--- src/design/otgr_pkg.sv ---
// shared constants, types and the 5x7 font table for the oled text renderer
package otgr_pkg;

	localparam int COLUMNS     = 128;
	localparam int PAGES       = 8;
	localparam int GLYPH_WIDTH = 5;
	localparam int PAGE_W      = $clog2(PAGES);
	localparam int COL_W       = 8;
	localparam int GLYPH_BITS  = GLYPH_WIDTH * 8;
	localparam int GIDX_W      = 7;
	localparam int QDEPTH      = 2;
	localparam int QPTR_W      = $clog2(QDEPTH);
	localparam int QCNT_W      = $clog2(QDEPTH + 1);
	localparam int STEP_W      = 4;

	// request kinds
	localparam logic REQ_CHAR   = 1'b0;
	localparam logic REQ_CURSOR = 1'b1;

	// controller bytes
	localparam logic [7:0] CMD_COL_ADDR  = 8'h21;
	localparam logic [7:0] CMD_PAGE_ADDR = 8'h22;
	localparam logic [7:0] SPACER_BYTE   = 8'h00;
	localparam logic [7:0] CHAR_NL       = 8'h0A;
	localparam logic [7:0] CHAR_FIRST    = 8'h20;
	localparam logic [7:0] CHAR_LAST     = 8'h7E;

	// byte positions within one request's output sequence
	localparam logic [STEP_W-1:0] STEP_CMD_COL    = 4'd0;
	localparam logic [STEP_W-1:0] STEP_COL        = 4'd1;
	localparam logic [STEP_W-1:0] STEP_COL_END    = 4'd2;
	localparam logic [STEP_W-1:0] STEP_CMD_PAGE   = 4'd3;
	localparam logic [STEP_W-1:0] STEP_PAGE       = 4'd4;
	localparam logic [STEP_W-1:0] STEP_PAGE_END   = 4'd5;
	localparam logic [STEP_W-1:0] STEP_GLYPH0     = 4'd6;
	localparam logic [STEP_W-1:0] STEP_GLYPH_LAST = 4'd10;
	localparam logic [STEP_W-1:0] STEP_SPACER     = 4'd11;

	typedef struct packed {
		logic                  cursor;
		logic                  glyph;
		logic [PAGE_W-1:0]     page;
		logic [COL_W-1:0]      column;
		logic [GLYPH_BITS-1:0] bitmap;
	} job_t;

	typedef struct packed {
		logic              full;
		logic              empty;
		logic [QCNT_W-1:0] count;
	} q_stat_t;

	// glyph columns, leftmost column in the top byte
	function automatic logic [GLYPH_BITS-1:0] font_glyph(input logic [GIDX_W-1:0] idx);
		logic [GLYPH_BITS-1:0] g;
		case (idx)
			7'd0:  g = 40'h0000000000;
			7'd1:  g = 40'h00002f0000;
			7'd2:  g = 40'h0007000700;
			7'd3:  g = 40'h147f147f14;
			7'd4:  g = 40'h242a7f2a12;
			7'd5:  g = 40'h2313086462;
			7'd6:  g = 40'h3649552250;
			7'd7:  g = 40'h0005030000;
			7'd8:  g = 40'h001c224100;
			7'd9:  g = 40'h0041221c00;
			7'd10: g = 40'h14083E0814;
			7'd11: g = 40'h08083E0808;
			7'd12: g = 40'h0000A06000;
			7'd13: g = 40'h0808080808;
			7'd14: g = 40'h0060600000;
			7'd15: g = 40'h2010080402;
			7'd16: g = 40'h3E5149453E;
			7'd17: g = 40'h00427F4000;
			7'd18: g = 40'h4261514946;
			7'd19: g = 40'h2141454B31;
			7'd20: g = 40'h1814127F10;
			7'd21: g = 40'h2745454539;
			7'd22: g = 40'h3C4A494930;
			7'd23: g = 40'h0171090503;
			7'd24: g = 40'h3649494936;
			7'd25: g = 40'h064949291E;
			7'd26: g = 40'h0036360000;
			7'd27: g = 40'h0056360000;
			7'd28: g = 40'h0814224100;
			7'd29: g = 40'h1414141414;
			7'd30: g = 40'h0041221408;
			7'd31: g = 40'h0201510906;
			7'd32: g = 40'h324959513E;
			7'd33: g = 40'h7C1211127C;
			7'd34: g = 40'h7F49494936;
			7'd35: g = 40'h3E41414122;
			7'd36: g = 40'h7F4141221C;
			7'd37: g = 40'h7F49494941;
			7'd38: g = 40'h7F09090901;
			7'd39: g = 40'h3E4149497A;
			7'd40: g = 40'h7F0808087F;
			7'd41: g = 40'h00417F4100;
			7'd42: g = 40'h2040413F01;
			7'd43: g = 40'h7F08142241;
			7'd44: g = 40'h7F40404040;
			7'd45: g = 40'h7F020C027F;
			7'd46: g = 40'h7F0408107F;
			7'd47: g = 40'h3E4141413E;
			7'd48: g = 40'h7F09090906;
			7'd49: g = 40'h3E4151215E;
			7'd50: g = 40'h7F09192946;
			7'd51: g = 40'h4649494931;
			7'd52: g = 40'h01017F0101;
			7'd53: g = 40'h3F4040403F;
			7'd54: g = 40'h1F2040201F;
			7'd55: g = 40'h3F4038403F;
			7'd56: g = 40'h6314081463;
			7'd57: g = 40'h0708700807;
			7'd58: g = 40'h6151494543;
			7'd59: g = 40'h007F414100;
			7'd60: g = 40'h55AA55AA55;
			7'd61: g = 40'h0041417F00;
			7'd62: g = 40'h0402010204;
			7'd63: g = 40'h4040404040;
			7'd64: g = 40'h0003050000;
			7'd65: g = 40'h2054545478;
			7'd66: g = 40'h7F48444438;
			7'd67: g = 40'h3844444420;
			7'd68: g = 40'h384444487F;
			7'd69: g = 40'h3854545418;
			7'd70: g = 40'h087E090102;
			7'd71: g = 40'h18A4A4A47C;
			7'd72: g = 40'h7F08040478;
			7'd73: g = 40'h00447D4000;
			7'd74: g = 40'h4080847D00;
			7'd75: g = 40'h7F10284400;
			7'd76: g = 40'h00417F4000;
			7'd77: g = 40'h7C04180478;
			7'd78: g = 40'h7C08040478;
			7'd79: g = 40'h3844444438;
			7'd80: g = 40'hFC24242418;
			7'd81: g = 40'h18242418FC;
			7'd82: g = 40'h7C08040408;
			7'd83: g = 40'h4854545420;
			7'd84: g = 40'h043F444020;
			7'd85: g = 40'h3C4040207C;
			7'd86: g = 40'h1C2040201C;
			7'd87: g = 40'h3C4030403C;
			7'd88: g = 40'h4428102844;
			7'd89: g = 40'h1CA0A0A07C;
			7'd90: g = 40'h4464544C44;
			7'd91: g = 40'h00107C8200;
			7'd92: g = 40'h0000FF0000;
			7'd93: g = 40'h00827C1000;
			7'd94: g = 40'h0006090906;
			default: g = 40'h0000000000;
		endcase
		return g;
	endfunction

endpackage

--- src/design/otgr_out_if.sv ---
// result channel: controller bytes tagged command or data
interface otgr_out_if;
	logic       valid;
	logic       ready;
	logic       is_command;
	logic [7:0] out_byte;
	logic       last;

	modport source (output valid, output is_command, output out_byte, output last,
		input ready);
	modport sink (input valid, input is_command, input out_byte, input last,
		output ready);
endinterface

--- src/design/otgr_back.sv ---
// back end: steps through a job and drives one controller byte per cycle while res.ready is high
module otgr_back import otgr_pkg::*; (
	input  logic       clk,
	input  logic       arst_n,
	input  job_t       head,
	input  q_stat_t    q_stat,
	output logic       pop,
	otgr_out_if.source res
);

	logic [STEP_W-1:0] step_q;
	logic              started_q;
	logic              out_valid_q;
	logic              out_cmd_q;
	logic [7:0]        out_byte_q;
	logic              out_last_q;

	logic [STEP_W-1:0] cur_step;
	logic [STEP_W-1:0] last_step;
	logic [2:0]        col_idx;
	logic              is_last;
	logic              load;
	logic [7:0]        byte_nxt;

	assign res.valid      = out_valid_q;
	assign res.is_command = out_cmd_q;
	assign res.out_byte   = out_byte_q;
	assign res.last       = out_last_q;

	always_comb begin
		cur_step  = started_q ? step_q : (head.cursor ? STEP_CMD_COL : STEP_GLYPH0);
		last_step = head.glyph ? STEP_SPACER : STEP_PAGE_END;
		is_last   = (cur_step == last_step);
		load      = !q_stat.empty && (!out_valid_q || res.ready);
		pop       = load && is_last;
		col_idx   = 3'(cur_step - STEP_GLYPH0);
		case (cur_step) inside
			STEP_CMD_COL:  byte_nxt = CMD_COL_ADDR;
			STEP_COL:      byte_nxt = head.column;
			STEP_COL_END:  byte_nxt = 8'(COLUMNS - 1);
			STEP_CMD_PAGE: byte_nxt = CMD_PAGE_ADDR;
			STEP_PAGE:     byte_nxt = 8'(head.page);
			STEP_PAGE_END: byte_nxt = 8'(PAGES - 1);
			[STEP_GLYPH0:STEP_GLYPH_LAST]:
				byte_nxt = head.bitmap[(GLYPH_WIDTH - 1 - int'(col_idx)) * 8 +: 8];
			default:       byte_nxt = SPACER_BYTE;
		endcase
	end

	always_ff @(posedge clk or negedge arst_n) begin
		if (!arst_n) begin
			out_valid_q <= 1'b0;
			started_q   <= 1'b0;
			step_q      <= '0;
		end else begin
			if (load) begin
				out_valid_q <= 1'b1;
				started_q   <= !is_last;
				step_q      <= cur_step + 1'b1;
			end else if (res.ready) begin
				out_valid_q <= 1'b0;
			end
		end
	end

	always_ff @(posedge clk) begin
		if (load) begin
			out_cmd_q  <= (cur_step < STEP_GLYPH0);
			out_byte_q <= byte_nxt;
			out_last_q <= is_last;
		end
	end

endmodule

--- src/flat_wrapper.sv ---
// flat-port wrapper written by rule: the top's interface ports become plain ports
module otgr_back_flat import otgr_pkg::*;
  (clk, arst_n, head, q_stat, pop, res_valid, res_is_command, res_out_byte, res_last, res_ready);
  otgr_out_if res_i ();
  input  logic clk;
  input  logic arst_n;
  input  job_t head;
  input  q_stat_t q_stat;
  output logic pop;
  output wire logic [$bits(res_i.valid)-1:0] res_valid;
  output wire logic [$bits(res_i.is_command)-1:0] res_is_command;
  output wire logic [$bits(res_i.out_byte)-1:0] res_out_byte;
  output wire logic [$bits(res_i.last)-1:0] res_last;
  input wire logic [$bits(res_i.ready)-1:0] res_ready;
  assign res_valid = res_i.valid;
  assign res_is_command = res_i.is_command;
  assign res_out_byte = res_i.out_byte;
  assign res_last = res_i.last;
  assign res_i.ready = res_ready;
  otgr_back u_core (.clk(clk), .arst_n(arst_n), .head(head), .q_stat(q_stat), .pop(pop), .res(res_i));
endmodule
--- config.mk ---
export PLATFORM = sky130hd
export DESIGN_NAME = otgr_back_flat
export DESIGN_NICKNAME = d
export VERILOG_FILES = /design/src/design/otgr_pkg.sv /design/src/design/otgr_out_if.sv /design/src/design/otgr_back.sv /design/src/flat_wrapper.sv
export SDC_FILE = /design/constraint.sdc
export NUM_CORES = 1
export LEC_CHECK = 0
export ABC_AREA = 1
export BUFFER_PORTS_ARGS = -buffer_cell sky130_fd_sc_hd__buf_2
export CAP_MARGIN = 25
export CORE_MARGIN = 2
export CORE_UTILIZATION = 42
export DETAILED_ROUTE_END_ITERATION = 12
export GPL_TIMING_DRIVEN = 0
export PLACE_DENSITY = 0.78
export SETUP_SLACK_MARGIN = 0.15
export SKIP_LAST_GASP = 1
export SLEW_MARGIN = 20
export SYNTH_ARGS = -nofsm -noshare
export SYNTH_HDL_FRONTEND = slang
export SYNTH_SLANG_ARGS = --single-unit
--- constraint.sdc ---
create_clock -name clk -period 2.1 [get_ports clk]
set_input_delay 0.21 -clock clk [delete_from_list [all_inputs] [get_ports clk]]
set_output_delay 0.21 -clock clk [all_outputs]
set_load 0.05 [all_outputs]
==> qor.csv <==
metric,value,unit
drt drc,0,
Max-cap violations,0,
sw frac,51.43,%
Worst-path clk slew,0.10,ns
I/O pin total,72,
RSZ-0062 raised after global routing,true,
Achievable Freq,458.8,MHz
met3 WL,211,um
Syn Std Cell Area,1458,um^2
WL/cell,11.44,um
clk_lat worst skew,0.29,ns
period utilization,103.8,%
critical path class,flop to flop,
power share of the clock group,4.6,%
via/cell ratio,4.814,
Final setup viols,2,
worst slew pin tran,0.5119,ns
syn_area_per_cell,6.748,um^2
Power Internal,1.855,mW
sequential fraction of the synthesis area,30.90,%
Port Buffers,68,
switching pwr,1.964,mW
CP Launch Type,flop,
Worst Path Max Fanout,6,
pre-CTS WS,-0.2072,ns
VDD IR max,0.8319,mV
area growth from synthesis to layout,50.21,%
CTS Buf Count,3,
area of the core,3337,um^2
vias in the first global route,1669,
Yosys reg bits,16,
worst clock skew,0.005906,ns
layout cells sized above 1,42.07,%
DRT met1 WL,1.704,mm
post-route ant nets,0,
# H-tree levels,1,
violated checks,negative setup slack,
Synth Instances,216,
top layer in use,met4,
Yosys cell types,33,
Pleak,1.160,nW
Fin. Hold Viols,0,
area taken by multi-input logic gates,964.7,um^2
combinational power share,80.7,%
row cnt,21,
CTS tree,done,
via count of the routed design,1709,
post-layout min period,2.180,ns
Met2 Routed Length,2.078,mm
clock sinks,16,
Total Wirelength,4.062,mm
CP Capture Type,flop,
Final Slew Violations,0,
CTS Buffer Depth,2,
"EDFF count, synth",10,
Critical Path RT,2.24,ns
fin area,2190,um^2
"Arr. time, crit path",2.32,ns
Syn Nets,282,
GP Congestion,0.8420,
DR pass1 iterations,4,
yosys warns,0,
die area,3958,um^2
largest net degree at the start of global routing,18,
min setup slack post-route,-0.07962,ns
DR iter-0 viols,50,
global route overflow,0,
chip width,62.91,um
"Async S/R FF share, synth",37.50,%
dpl hpwl,2.938,mm
Hold Crit Class,input port to flop,
Relative slew margins,65.79,%
Layout Nets,376,
"Top FF cell, synth",edfxtp_1,
CTS Root Cell,clkbuf_4,
register area,450.4,um^2
aggregate global-route resource usage,20.87,%
outcome,"complete, but fails checks",
Initial Util,43.68,%
Placed Area,1947,um^2
pwr dens,1744,nW/um^2
# diodes,0,
initial antenna violation count,0,
part of the power in registers,14.7,%
WHS,0.1169,ns
fillers,292,
die height,62.91,um
first-pass GRT wire length,6.755,mm
final timing paths:
check / from / endpoint / slack (ns) / cells past startpoint
setup / recovery: u_core.started_q / u_core.res.out_byte[2] / -0.08 / 13
hold / removal: q_stat[2] / u_core.res.valid / 0.12 / 2
setup reg to reg: u_core.started_q / u_core.res.out_byte[2] / -0.08 / 13
hold reg to reg: u_core.step_q[3] / u_core.step_q[3] / 0.52 / 1
max in group asynchronous: arst_n / u_core.started_q / 1.70 / 2
min in group asynchronous: arst_n / u_core.step_q[0] / 0.26 / 2
stage by stage:
step | setup TNS (ns) | std cells | total power, mW | util, %
final | -0.09573 | 355 | 3.819 | 65.62
after global routing | -0.6557 | 355 | 4.137 | 65.62
after CTS | -0.02144 | 352 | 3.642 | 64.57
after detailed placement | -0.9221 | 330 | 3.049 | 58.34
after global placement | -0.7562 | 330 | 3.019 | 58.34
after floorplan | 0 | 216 | 2.582 | -
repair_timing:
item,4_1_cts,5_1_grt
hold endpoints to repair,6,0
pin swaps,8,6
hold buffers,1,0
resized for setup,11,3
setup endpoints to repair,9,9
cloned,1,0
setup buffers,16,3
per-layer routing:
layer  track usage [%]  vias to the layer above
met2             39.76                       49
met1             23.68                      762
met4             7.500                        0
li1                  -                      891
met5                 0                        -
met3             2.162                        7
cell usage in the layout (no fill, tap or decap), types with 3 or more instances in the layout:
master | Yosys | final
nand3_1 | 27 | 26
inv_2 | 5 | 4
inv_4 | 3 | 6
edfxtp_1 | 10 | 10
ha_1 | 6 | 3
a31oi_1 | 3 | 3
clkbuf_4 | 0 | 4
nand2_1 | 77 | 75
dfrtp_1 | 6 | 6
inv_1 | 20 | 17
nand2_2 | 3 | 3
nor2_1 | 9 | 8
o21ai_0 | 12 | 11
buf_4 | 1 | 20
buf_2 | 1 | 67
a21oi_1 | 10 | 9
ha_4 | 0 | 3
buf_6 | 2 | 3
o21ai_1 | 2 | 3
nor2_2 | 3 | 3
area by class of cell:
class / count / share of cell area, %
Multi-Input combinational cell: 167 / 44.06
Timing Repair Buffer: 89 / 23.14
Sequential cell: 16 / 20.57
Inverter: 28 / 5.714
Buffer: 5 / 2.686
Tap cell: 46 / 2.629
Clock buffer: 4 / 1.200
registers in the layout, indices dropped and copies added, names as in the netlist:
signal and cells:
u_core.res.out_byte 8, u_core.step_q 4, u_core.res.is_command 1, u_core.res.last 1
u_core.res.valid 1, u_core.started_q 1
cells in the mapped netlist, types with 2 or more instances:
library cell  number  area, um^2
o21ai_0           12       60.06
nor2_2             3       18.77
inv_2              5       18.77
nand4_1            2       12.51
nand3_1           27       135.1
o21ai_1            2       10.01
edfxtp_1          10       300.3
dfrtp_1            6       150.1
buf_6              2       22.52
inv_4              3       18.77
inv_1             20       75.07
a21oi_1           10       50.05
nand2_2            3       18.77
nor2_1             9       33.78
a31oi_1            3       18.77
ha_1               6       75.07
nand2_1           77       289.0
logic make-up after synthesis:
| family | Yosys count | synth area share (%) |
|---|---|---|
| AO/OA/AOI/OAI | 31 | 12.28 |
| buffers and inverters | 33 | 10.39 |
| AND/OR/NAND/NOR | 128 | 39.57 |
| XOR/XNOR | 2 | 1.717 |
| flip-flops | 16 | 30.90 |
| adder cells (fa/ha/maj) | 6 | 5.150 |
critical path, cell delays in order, from the launching register on:
cell	delay, ns
dfrtp_1	0.37
buf_6	0.17
inv_6	0.05
o21ai_4	0.16
inv_4	0.08
ha_4	0.30
xor2_4	0.24
buf_4	0.16
nand3_1	0.09
nand2_1	0.08
nand2_1	0.06
nand2_1	0.07
nand2_1	0.05
a21oi_1	0.15
power by group through the flow:
stage	clock (mW)	combinational, mW	sequential [mW]
6_report	0.177	3.08	0.562
3_3_place_gp	0	2.46	0.559
5_1_grt	0.189	3.38	0.573
2_1_floorplan	0	1.76	0.824
4_1_cts	0.173	2.91	0.561
3_5_place_dp	0	2.49	0.564
No activity file was read; power rests on OpenSTA's default activity.
