--- src/design/otgr_pkg.sv ---
// shared constants, types and the 5x7 font table for the oled text renderer
package otgr_pkg;

	localparam int COLUMNS     = 128;
	localparam int PAGES       = 8;
	localparam int GLYPH_WIDTH = 5;
	localparam int PAGE_W      = $clog2(PAGES);
	localparam int COL_W       = 8;
	localparam int GLYPH_BITS  = GLYPH_WIDTH * 8;
	localparam int GIDX_W      = 7;
	localparam int QDEPTH      = 2;
	localparam int QPTR_W      = $clog2(QDEPTH);
	localparam int QCNT_W      = $clog2(QDEPTH + 1);
	localparam int STEP_W      = 4;

	// request kinds
	localparam logic REQ_CHAR   = 1'b0;
	localparam logic REQ_CURSOR = 1'b1;

	// controller bytes
	localparam logic [7:0] CMD_COL_ADDR  = 8'h21;
	localparam logic [7:0] CMD_PAGE_ADDR = 8'h22;
	localparam logic [7:0] SPACER_BYTE   = 8'h00;
	localparam logic [7:0] CHAR_NL       = 8'h0A;
	localparam logic [7:0] CHAR_FIRST    = 8'h20;
	localparam logic [7:0] CHAR_LAST     = 8'h7E;

	// byte positions within one request's output sequence
	localparam logic [STEP_W-1:0] STEP_CMD_COL    = 4'd0;
	localparam logic [STEP_W-1:0] STEP_COL        = 4'd1;
	localparam logic [STEP_W-1:0] STEP_COL_END    = 4'd2;
	localparam logic [STEP_W-1:0] STEP_CMD_PAGE   = 4'd3;
	localparam logic [STEP_W-1:0] STEP_PAGE       = 4'd4;
	localparam logic [STEP_W-1:0] STEP_PAGE_END   = 4'd5;
	localparam logic [STEP_W-1:0] STEP_GLYPH0     = 4'd6;
	localparam logic [STEP_W-1:0] STEP_GLYPH_LAST = 4'd10;
	localparam logic [STEP_W-1:0] STEP_SPACER     = 4'd11;

	typedef struct packed {
		logic                  cursor;
		logic                  glyph;
		logic [PAGE_W-1:0]     page;
		logic [COL_W-1:0]      column;
		logic [GLYPH_BITS-1:0] bitmap;
	} job_t;

	typedef struct packed {
		logic              full;
		logic              empty;
		logic [QCNT_W-1:0] count;
	} q_stat_t;

	// glyph columns, leftmost column in the top byte
	function automatic logic [GLYPH_BITS-1:0] font_glyph(input logic [GIDX_W-1:0] idx);
		logic [GLYPH_BITS-1:0] g;
		case (idx)
			7'd0:  g = 40'h0000000000;
			7'd1:  g = 40'h00002f0000;
			7'd2:  g = 40'h0007000700;
			7'd3:  g = 40'h147f147f14;
			7'd4:  g = 40'h242a7f2a12;
			7'd5:  g = 40'h2313086462;
			7'd6:  g = 40'h3649552250;
			7'd7:  g = 40'h0005030000;
			7'd8:  g = 40'h001c224100;
			7'd9:  g = 40'h0041221c00;
			7'd10: g = 40'h14083E0814;
			7'd11: g = 40'h08083E0808;
			7'd12: g = 40'h0000A06000;
			7'd13: g = 40'h0808080808;
			7'd14: g = 40'h0060600000;
			7'd15: g = 40'h2010080402;
			7'd16: g = 40'h3E5149453E;
			7'd17: g = 40'h00427F4000;
			7'd18: g = 40'h4261514946;
			7'd19: g = 40'h2141454B31;
			7'd20: g = 40'h1814127F10;
			7'd21: g = 40'h2745454539;
			7'd22: g = 40'h3C4A494930;
			7'd23: g = 40'h0171090503;
			7'd24: g = 40'h3649494936;
			7'd25: g = 40'h064949291E;
			7'd26: g = 40'h0036360000;
			7'd27: g = 40'h0056360000;
			7'd28: g = 40'h0814224100;
			7'd29: g = 40'h1414141414;
			7'd30: g = 40'h0041221408;
			7'd31: g = 40'h0201510906;
			7'd32: g = 40'h324959513E;
			7'd33: g = 40'h7C1211127C;
			7'd34: g = 40'h7F49494936;
			7'd35: g = 40'h3E41414122;
			7'd36: g = 40'h7F4141221C;
			7'd37: g = 40'h7F49494941;
			7'd38: g = 40'h7F09090901;
			7'd39: g = 40'h3E4149497A;
			7'd40: g = 40'h7F0808087F;
			7'd41: g = 40'h00417F4100;
			7'd42: g = 40'h2040413F01;
			7'd43: g = 40'h7F08142241;
			7'd44: g = 40'h7F40404040;
			7'd45: g = 40'h7F020C027F;
			7'd46: g = 40'h7F0408107F;
			7'd47: g = 40'h3E4141413E;
			7'd48: g = 40'h7F09090906;
			7'd49: g = 40'h3E4151215E;
			7'd50: g = 40'h7F09192946;
			7'd51: g = 40'h4649494931;
			7'd52: g = 40'h01017F0101;
			7'd53: g = 40'h3F4040403F;
			7'd54: g = 40'h1F2040201F;
			7'd55: g = 40'h3F4038403F;
			7'd56: g = 40'h6314081463;
			7'd57: g = 40'h0708700807;
			7'd58: g = 40'h6151494543;
			7'd59: g = 40'h007F414100;
			7'd60: g = 40'h55AA55AA55;
			7'd61: g = 40'h0041417F00;
			7'd62: g = 40'h0402010204;
			7'd63: g = 40'h4040404040;
			7'd64: g = 40'h0003050000;
			7'd65: g = 40'h2054545478;
			7'd66: g = 40'h7F48444438;
			7'd67: g = 40'h3844444420;
			7'd68: g = 40'h384444487F;
			7'd69: g = 40'h3854545418;
			7'd70: g = 40'h087E090102;
			7'd71: g = 40'h18A4A4A47C;
			7'd72: g = 40'h7F08040478;
			7'd73: g = 40'h00447D4000;
			7'd74: g = 40'h4080847D00;
			7'd75: g = 40'h7F10284400;
			7'd76: g = 40'h00417F4000;
			7'd77: g = 40'h7C04180478;
			7'd78: g = 40'h7C08040478;
			7'd79: g = 40'h3844444438;
			7'd80: g = 40'hFC24242418;
			7'd81: g = 40'h18242418FC;
			7'd82: g = 40'h7C08040408;
			7'd83: g = 40'h4854545420;
			7'd84: g = 40'h043F444020;
			7'd85: g = 40'h3C4040207C;
			7'd86: g = 40'h1C2040201C;
			7'd87: g = 40'h3C4030403C;
			7'd88: g = 40'h4428102844;
			7'd89: g = 40'h1CA0A0A07C;
			7'd90: g = 40'h4464544C44;
			7'd91: g = 40'h00107C8200;
			7'd92: g = 40'h0000FF0000;
			7'd93: g = 40'h00827C1000;
			7'd94: g = 40'h0006090906;
			default: g = 40'h0000000000;
		endcase
		return g;
	endfunction

endpackage

--- src/design/otgr_queue.sv ---
// two-entry job queue between the front end and the byte sequencer
module otgr_queue import otgr_pkg::*; (
	input  logic    clk,
	input  logic    arst_n,
	input  logic    push,
	input  job_t    push_job,
	input  logic    pop,
	output job_t    head,
	output q_stat_t q_stat
);

	job_t              mem_q [QDEPTH];
	logic [QPTR_W-1:0] wr_ptr_q;
	logic [QPTR_W-1:0] rd_ptr_q;
	logic [QCNT_W-1:0] count_q;

	assign head         = mem_q[rd_ptr_q];
	assign q_stat.count = count_q;
	assign q_stat.full  = (count_q == QCNT_W'(QDEPTH));
	assign q_stat.empty = (count_q == '0);

	always_ff @(posedge clk) begin
		if (push) begin
			mem_q[wr_ptr_q] <= push_job;
		end
	end

	always_ff @(posedge clk or negedge arst_n) begin
		if (!arst_n) begin
			wr_ptr_q <= '0;
			rd_ptr_q <= '0;
			count_q  <= '0;
		end else begin
			if (push) begin
				wr_ptr_q <= wr_ptr_q + 1'b1;
			end
			if (pop) begin
				rd_ptr_q <= rd_ptr_q + 1'b1;
			end
			case ({push, pop})
				2'b10:   count_q <= count_q + 1'b1;
				2'b01:   count_q <= count_q - 1'b1;
				default: count_q <= count_q;
			endcase
		end
	end

endmodule

--- config.mk ---
export PLATFORM = sky130hd
export DESIGN_NAME = otgr_queue
export DESIGN_NICKNAME = d
export VERILOG_FILES = /design/src/design/otgr_pkg.sv /design/src/design/otgr_queue.sv
export SDC_FILE = /design/constraint.sdc
export NUM_CORES = 1
export LEC_CHECK = 0
export ABC_AREA = 1
export ABC_CLOCK_PERIOD_IN_PS = 6600
export BUFFER_PORTS_ARGS = -buffer_cell sky130_fd_sc_hd__buf_2
export CORE_MARGIN = 2
export CORE_UTILIZATION = 56
export CTS_CLUSTER_DIAMETER = 80
export CTS_CLUSTER_SIZE = 14
export DETAILED_ROUTE_END_ITERATION = 10
export HOLD_SLACK_MARGIN = 0.15
export PLACE_DENSITY = 0.88
export SLEW_MARGIN = 0
export SYNTH_ARGS = -nofsm -noshare
export SYNTH_HDL_FRONTEND = slang
export SYNTH_SLANG_ARGS = --single-unit
--- constraint.sdc ---
create_clock -name clk -period 6.6 [get_ports clk]
set_clock_uncertainty 0.2 [all_clocks]
set_input_delay 1.32 -clock clk [delete_from_list [all_inputs] [get_ports clk]]
set_output_delay 1.32 -clock clk [all_outputs]
set_load 0.05 [all_outputs]
==> results of run 1 <==
==> cell families after synthesis <==
| group | Yosys count | synth area share, % |
|---|---|---|
| AO/OA/AOI/OAI | 53 | 7.070 |
| XOR/XNOR | 3 | 0.6292 |
| adder cells (fa/ha/maj) | 1 | 0.2995 |
| buffers and inverters | 71 | 7.639 |
| flip-flops | 110 | 78.61 |
| AND/OR/NAND/NOR | 63 | 5.752 |
==> state kept, by name, summed over array words and instances (netlist names) <==
| signal | cells |
|---|---|
| mem_q | 106 |
| wr_ptr_q | 1 |
| rd_ptr_q | 1 |
| count_q | 2 |
==> routing by layer <==
metal | vias to the layer above | part of all wire (%) | GRT usage (%)
met5 | - | 0 | 0
met4 | 0 | 1.1 | 6.026
met3 | 8 | 7.0 | 5.676
met2 | 98 | 51 | 29.26
met1 | 1150 | 41 | 20.26
li1 | 1233 | - | -
==> cells in the mapped netlist, types with 2 or more instances <==
library cell and count:
sky130_fd_sc_hd__buf_6 4, sky130_fd_sc_hd__edfxtp_1 106, sky130_fd_sc_hd__inv_1 59, sky130_fd_sc_hd__o21ai_2 8, sky130_fd_sc_hd__o21ai_0 22, sky130_fd_sc_hd__o21ai_1 23, sky130_fd_sc_hd__buf_2 6, sky130_fd_sc_hd__nand2_1 58
sky130_fd_sc_hd__xor2_1 2, sky130_fd_sc_hd__dfrtp_1 4, sky130_fd_sc_hd__nor2_1 3
==> worst max-delay path: stages, from the launching register on <==
cell and delay, ns:
sky130_fd_sc_hd__dfrtp_4 1.09, sky130_fd_sc_hd__nand2_1 0.19, sky130_fd_sc_hd__o21ai_2 0.11, sky130_fd_sc_hd__buf_2 0.28
==> stage by stage <==
stage / hold slack [ns] / utilization [%] / instances
detailed placement: 0.3205 / 66.00 / 502
global placement: 0.2981 / 66.00 / 502
global route: 0.3589 / 69.04 / 518
CTS: 0.3452 / 69.04 / 518
finish: 0.3495 / 69.04 / 518
floorplan: 0.2634 / - / 301
==> layout make-up <==
| class | instances | area, µm² | share of cell area (%) |
|---|---|---|---|
| Clock inverter | 6 | 92.59 | 1.849 |
| Inverter | 59 | 221.5 | 4.423 |
| Sequential cell | 110 | 3287 | 65.64 |
| Tap cell | 99 | 123.9 | 2.474 |
| Multi-Input combinational cell | 120 | 581.8 | 11.62 |
| Timing Repair Buffer | 114 | 573.1 | 11.44 |
| Clock buffer | 10 | 127.6 | 2.549 |
==> final timing paths <==
kind | startpoint | to | slack, ns | cells past startpoint
min reg2reg | count_q[1]$_DFFE_PN0P_ | count_q[1]$_DFFE_PN0P_ | 0.35 | 2
max reg2reg | wr_ptr_q$_DFFE_PN0P_ | mem_q[1][13]$_DFFE_PP_ | 4.64 | 2
min in group asynchronous | arst_n | count_q[1]$_DFFE_PN0P_ | 0.55 | 1
max | rd_ptr_q$_DFFE_PN0P_ | head[30] | 3.01 | 3
max in group asynchronous | arst_n | rd_ptr_q$_DFFE_PN0P_ | 5.51 | 1
min | count_q[1]$_DFFE_PN0P_ | count_q[1]$_DFFE_PN0P_ | 0.35 | 2
==> summary by stage, run 1 <==
GRT
The number of antenna violations at the first check in global routing is 0. Global routing consumed, over all layers together, ~17% of the routing resources. For this run the aggregate overflow at the end of global routing stands at 0. The largest net degree at the start of global routing is about 110.

The via count of the first global-routing pass is 2433. The global-route wire length before repair is 10.75 mm.

Placement
Routability-driven placement finished with a final weighted congestion of 0.6993. Buffers placed on the I/O ports in this run total about 110. The placed wire-length estimate is roughly 4.4 mm. OpenSTA, run right after detailed placement, puts the worst setup slack at 3.405 ns. After detailed placement, the total cell area comes to 4787 µm².

Die
After floorplanning, the core was divided into 31 placement rows. The die area is 8165 µm². The die boundary width is approximately 90 µm. The standard cell core area is approximately 7300 µm². Once the floorplan was initialized, standard cells occupied 57.58% of the core.

114 I/O pins were placed. The height of the chip is 90.36 µm.

Synth
The total standard cell area after synthesis is 4177 µm². Counting flops with a built-in enable in the synthesized netlist gives 106. The mean instance size in the synthesized netlist is 13.88 µm². The synthesized design devotes to its leading area cell type 76.21% of total area.

The number of distinct library cell variants in the gate-level netlist after synthesis is 17. In the synthesized netlist the async set-or-reset flop fraction comes to 3.636%. Counting every net in the synthesized netlist gives ~360. The post-synthesis sequential area ratio is 78.61%. The biggest area contributor in the post-synthesis netlist is sky130_fd_sc_hd__edfxtp_1. The Yosys step of the flow raised 0 warnings.

The dominant synthesized flop cell is sky130_fd_sc_hd__edfxtp_1. The number of standard cells after synthesis is 301. The flip-flop and latch count after synthesis is 110. By area the synthesized netlist is led by sky130_fd_sc_hd__edfxtp_1 (76%), sky130_fd_sc_hd__inv_1 (5.3%), sky130_fd_sc_hd__nand2_1 (5.2%), sky130_fd_sc_hd__o21ai_1 (2.8%), sky130_fd_sc_hd__o21ai_0 (2.6%).

Clocking
The tree is rooted in a sky130_fd_sc_hd__clkbuf_8. The post-CTS resize count is 0. The clock tree from TritonCTS is built. For the worst-skew pair, the clock arrives at the later sink with an insertion delay of 0.35 ns. CTS built an H-tree with a depth of 3. The hold buffer count at CTS is 0. The number of buffers on the longest clock path is 2. Clock-pin slew was measured on the worst setup and hold paths at around 0.09 ns. The total clock sinks is 110. The count of buffers added by post-CTS timing repair for setup is 0.

The number of clock buffers inserted by TritonCTS is 9.

Timing
The relative slew slack is 24.70%. The sum of negative setup slack is 0 ns. The number of max-slew violations in the final report is 0.

Based on the critical path, the design can be clocked at up to 278.6 MHz. The final number of hold-violating endpoints is 0. The slew at the pin closest to its max-slew limit is 1.128 ns. Setup violations remaining at the end of the flow were counted as 0.

Setup slack on the critical path of the routed design comes to 3.010 ns. The worst path in the final design needs a cycle of 3.590 ns, including I/O delays and setup. The final critical-path share of the clock period is between 50% and 60%. Setup repair after global routing left no endpoint under its margin.

Outcome
The run finished with clean final reports.

Worst setup path
Data on the critical path is required at its endpoint by 5.08 ns. The type of the worst setup path is reg2out. The worst setup path is captured at an output pin. The nature of the critical path startpoint is a register.

The maximum fanout count along the critical path is about 110. The arrival time of data at the critical path endpoint is between 2 and 2.5 ns.

Layout
After the last flow step, the layout net total stands at between 400 and 500. The design area is 5007 µm². The synthesis-to-layout area growth is 19.89%. The share of cells above drive strength 1 is 33.41%. The number of antenna diodes in the final layout is 0. The library cells used most frequently in the layout, excluding fill and tap cells, are sky130_fd_sc_hd__buf_2 (113), sky130_fd_sc_hd__edfxtp_1 (106), sky130_fd_sc_hd__inv_1 (58), sky130_fd_sc_hd__nand2_1 (58), sky130_fd_sc_hd__o21ai_1 (23).

Leaving out fill and tap cells, the most frequent cell in the layout is sky130_fd_sc_hd__buf_2. After filler insertion, the fill cell instance count of the layout stands at 535.

Drt
The first detailed-routing pass took 4 iterations. The via count is 2489. For this block, the routed nets add up to around 6.8 mm of wire. The initial DRC count is 145. The via count normalized by instance count is roughly 4.8. Dividing the detail-routed wire length by the instance count gives roughly 13 µm. Once detail routing completed, the nets flagged for antenna violations numbered 0.

After detailed routing, the number of remaining DRC violations is 0.

Job
The tool flagged a number of max-cap violations equal to 0.

Min path
The tightest min-delay check is of the reg2reg type.
Power of run 1 is not shown: default switching activity piles up to over one toggle a cycle in this logic, so the estimate is an artifact.
==> run 2, diff against run 1 <==
--- a/config.mk
+++ b/config.mk
@@ -6,15 +6,15 @@
 export NUM_CORES = 1
 export LEC_CHECK = 0
 export ABC_AREA = 1
-export ABC_CLOCK_PERIOD_IN_PS = 6600
+export ABC_CLOCK_PERIOD_IN_PS = 3000
 export BUFFER_PORTS_ARGS = -buffer_cell sky130_fd_sc_hd__buf_2
 export CORE_MARGIN = 2
-export CORE_UTILIZATION = 56
+export CORE_UTILIZATION = 47
 export CTS_CLUSTER_DIAMETER = 80
 export CTS_CLUSTER_SIZE = 14
 export DETAILED_ROUTE_END_ITERATION = 10
 export HOLD_SLACK_MARGIN = 0.15
-export PLACE_DENSITY = 0.88
+export PLACE_DENSITY = 0.79
 export SLEW_MARGIN = 0
 export SYNTH_ARGS = -nofsm -noshare
 export SYNTH_HDL_FRONTEND = slang
==> constraint.sdc (replaced) <==
create_clock -name clk -period 3 [get_ports clk]
set_clock_uncertainty 0.2 [all_clocks]
set_input_delay 0.6 -clock clk [delete_from_list [all_inputs] [get_ports clk]]
set_output_delay 0.6 -clock clk [all_outputs]
set_load 0.05 [all_outputs]
==> summary by stage, run 2 (synthesis results as in run 1) <==
Worst setup path
The slack of the worst reg-to-reg path was 1.21 ns (-3.43 ns). The arrival time of data at the critical path endpoint was 1.81 ns (-0.26 ns). The nature of the critical path startpoint is a register.

The largest stage delay on the critical path is 0.62 ns (-0.47 ns). The maximum fanout count along the critical path is 50 (-53%). The endpoint identified for the worst register-to-register timing path is mem_q[1][46]$_DFFE_PP_. The kind of cell with the highest combined delay along the critical path is flip-flops. STA classifies the critical path endpoint as an output pin. The data required time of the worst path is 2.20 ns (-2.88 ns). The type of the worst setup path is reg2out.

The worst register-to-register path begins at wr_ptr_q$_DFFE_PN0P_. The depth of the most critical reg-to-reg path came to 3 (+1). Walking the worst path, the cells encountered are buf_12 -> o21ai_0 -> buf_2.

Among all stages on the critical path, the largest delay is contributed by sky130_fd_sc_hd__dfrtp_4. The sum of buffers and inverters on the critical path was 2 (+1).

GRT
The total overflow reported by the global router is 0 (unchanged). The via count of the first global-routing pass is 2447 (+0.58%). The total routing usage reported by global routing is 14.51% (-2.6 points). The global-route wire length before repair is 10.96 mm (+1.9%).

The largest net degree at the start of global routing was 51 (-53%). The number of antenna violations at the first check in global routing is 0 (unchanged).

Timing
The final setup violation count is 0 (unchanged). Setup repair after global routing left no endpoint under its margin. The peak clock frequency supported by timing is 383.8 MHz.

The final critical-path share of the clock period is a little under 90%. After layout, the minimum clock period comes to 2.606 ns. The number of max-slew violations in the final report came to 0 (unchanged). The relative slew slack was 59.64% (+35 points). The final number of hold-violating endpoints came to 0 (unchanged). The slew at the pin closest to its max-slew limit was 0.6045 ns (-0.5232 ns). The sum of negative setup slack is 0 ns (unchanged).

Drt
The final routed wire length divided by cell count is 12.89 µm (-1.4%). The count of antenna-violating nets left after detailed routing is 0 (unchanged). The number of optimization iterations in the first detailed-route pass was 4 (unchanged).

The remaining routing DRC violations is 0 (unchanged). The via count is 2460 (-1.2%). The via count normalized by instance count is 4.624 (-3.8%).

The initial DRC count was 67 (-54%). The wire length after detailed routing came to 6.856 mm (+1.2%).

Layout
The synthesis-to-layout area growth is 20.55%. More flip-flops sit in one register than any other, and that register is mem_q. The design area is 5035 µm² (+0.55%).

The layout net count is 477 (+1.1%). The flip-flop count of the largest register after layout is 106 (unchanged). The share of cells above drive strength 1 came to 33.73% (+0.31 points). The leading cell type in the layout, fill and taps excluded is sky130_fd_sc_hd__buf_2. The top cell types in the final layout, fill and taps aside, are sky130_fd_sc_hd__buf_2 (113), sky130_fd_sc_hd__edfxtp_1 (106), sky130_fd_sc_hd__inv_1 (58), sky130_fd_sc_hd__nand2_1 (58), sky130_fd_sc_hd__o21ai_1 (23). The number of antenna diodes is 0 (unchanged).

In the final layout, the registers with the most flip-flops are mem_q (106), count_q (2).

Die
The die boundary width came to 98.27 µm (+8.7%). The initial core utilization is 48.13% (-9.5 points). The die area is 9656 µm² (+18%).

The height of the chip is 98.27 µm (+8.7%). The number of placement rows is 34 (+9.7%). The I/O pin count was 114 (unchanged).

The standard cell core area is 8678 µm² (+20%).

Clocking
The hold buffer count at CTS came to 1 (+1). The post-CTS resize count came to 0 (unchanged). The clock transition at the registers of the reported paths is 0.10 ns (about the same).

The total clock sinks is 110 (unchanged). The number of clock buffers inserted by TritonCTS was 9 (unchanged). The clock latency on the worst-skew pair is 0.35 ns (about the same).

The count of buffers added by post-CTS timing repair for setup is 0 (unchanged). The clock tree from TritonCTS is built. The number of buffers on the longest clock path is 2 (unchanged). The cell sitting at the root of the clock tree is a sky130_fd_sc_hd__clkbuf_8. The CTS H-tree depth is 3 (unchanged).

Min path
The startpoint identified for the worst hold timing path is push_job[34]. The endpoint of the worst hold-timing path is mem_q[0][34]$_DFFE_PP_. The cell depth of the worst min-delay path is 1 (-1).

The classification of the worst-slack hold path is in2reg.

Placement
The final weighted congestion of routability-driven global placement is 0.7868 (+13%). The quantity of I/O buffers inserted on ports was 113 (unchanged). The total cell area at the placement stage is 4853 µm² (+1.4%).

The placed wire-length estimate is 4.791 mm (+8.4%).

Outcome
The run finished with clean final reports.

Pwr
The power per cell area is 1104 nW/µm². The analysis attributes to cell leakage a power of 2.178 nW. The worst-case IR drop observed on VDD is 0.0007617 V.

Job
The count of max-cap constraint violations is 0 (unchanged).
==> run 2: layout make-up <==
type	instances	area, µm²
sequential	110	3287
clock buffer	9	123.9
multi-input combinational	120	581.8
clock inverter	7	47.55
timing repair buffer	119	638.1
tap	108	135.1
fill	709	3643
inverter	59	221.5
==> run 2: worst max-delay path by stage <==
| stage | startpoint | end | cells past startpoint | slack [ns] |
|---|---|---|---|---|
| 5_1_grt | rd_ptr_q$_DFFE_PN0P_ | head[8] | 4 | 0.27 |
| 3_5_place_dp | rd_ptr_q$_DFFE_PN0P_ | head[41] | 3 | 0.79 |
| 2_1_floorplan | push | mem_q[0][0]$_DFFE_PP_ | 2 | 0.37 |
| 4_1_cts | rd_ptr_q$_DFFE_PN0P_ | head[41] | 3 | 0.38 |
| 6_report | rd_ptr_q$_DFFE_PN0P_ | head[41] | 3 | 0.39 |
| 3_3_place_gp | rd_ptr_q$_DFFE_PN0P_ | head[41] | 3 | 0.79 |
==> run 2: per-stage QoR <==
step | power, mW | cells | setup slack [ns] | hold WS (ns) | utilization (%)
floorplan | 4.297 | 301 | 0.3667 | 0.1044 | -
global placement | 4.793 | 515 | 0.7889 | 0.2099 | 55.93
detailed placement | 4.851 | 515 | 0.7871 | 0.2144 | 55.93
CTS | 5.626 | 532 | 0.3768 | 0.2034 | 58.02
global route | 5.849 | 532 | 0.2714 | 0.2054 | 58.02
finish | 5.560 | 532 | 0.3945 | 0.2262 | 58.02
==> run 2: per-layer routing <==
| metal | wire length [µm] | GRT usage [%] |
|---|---|---|
| met3 | 328 | 3.221 |
| met2 | 3657 | 26.61 |
| met5 | 0 | 0 |
| met1 | 2757 | 16.55 |
| met4 | 111 | 5.479 |
==> run 2: where the power goes <==
part           switching (mW)  internal [mW]
registers               0.139           2.04
logic                    2.07          0.534
clock network           0.474          0.306
Power figures use the tool's default switching activity.
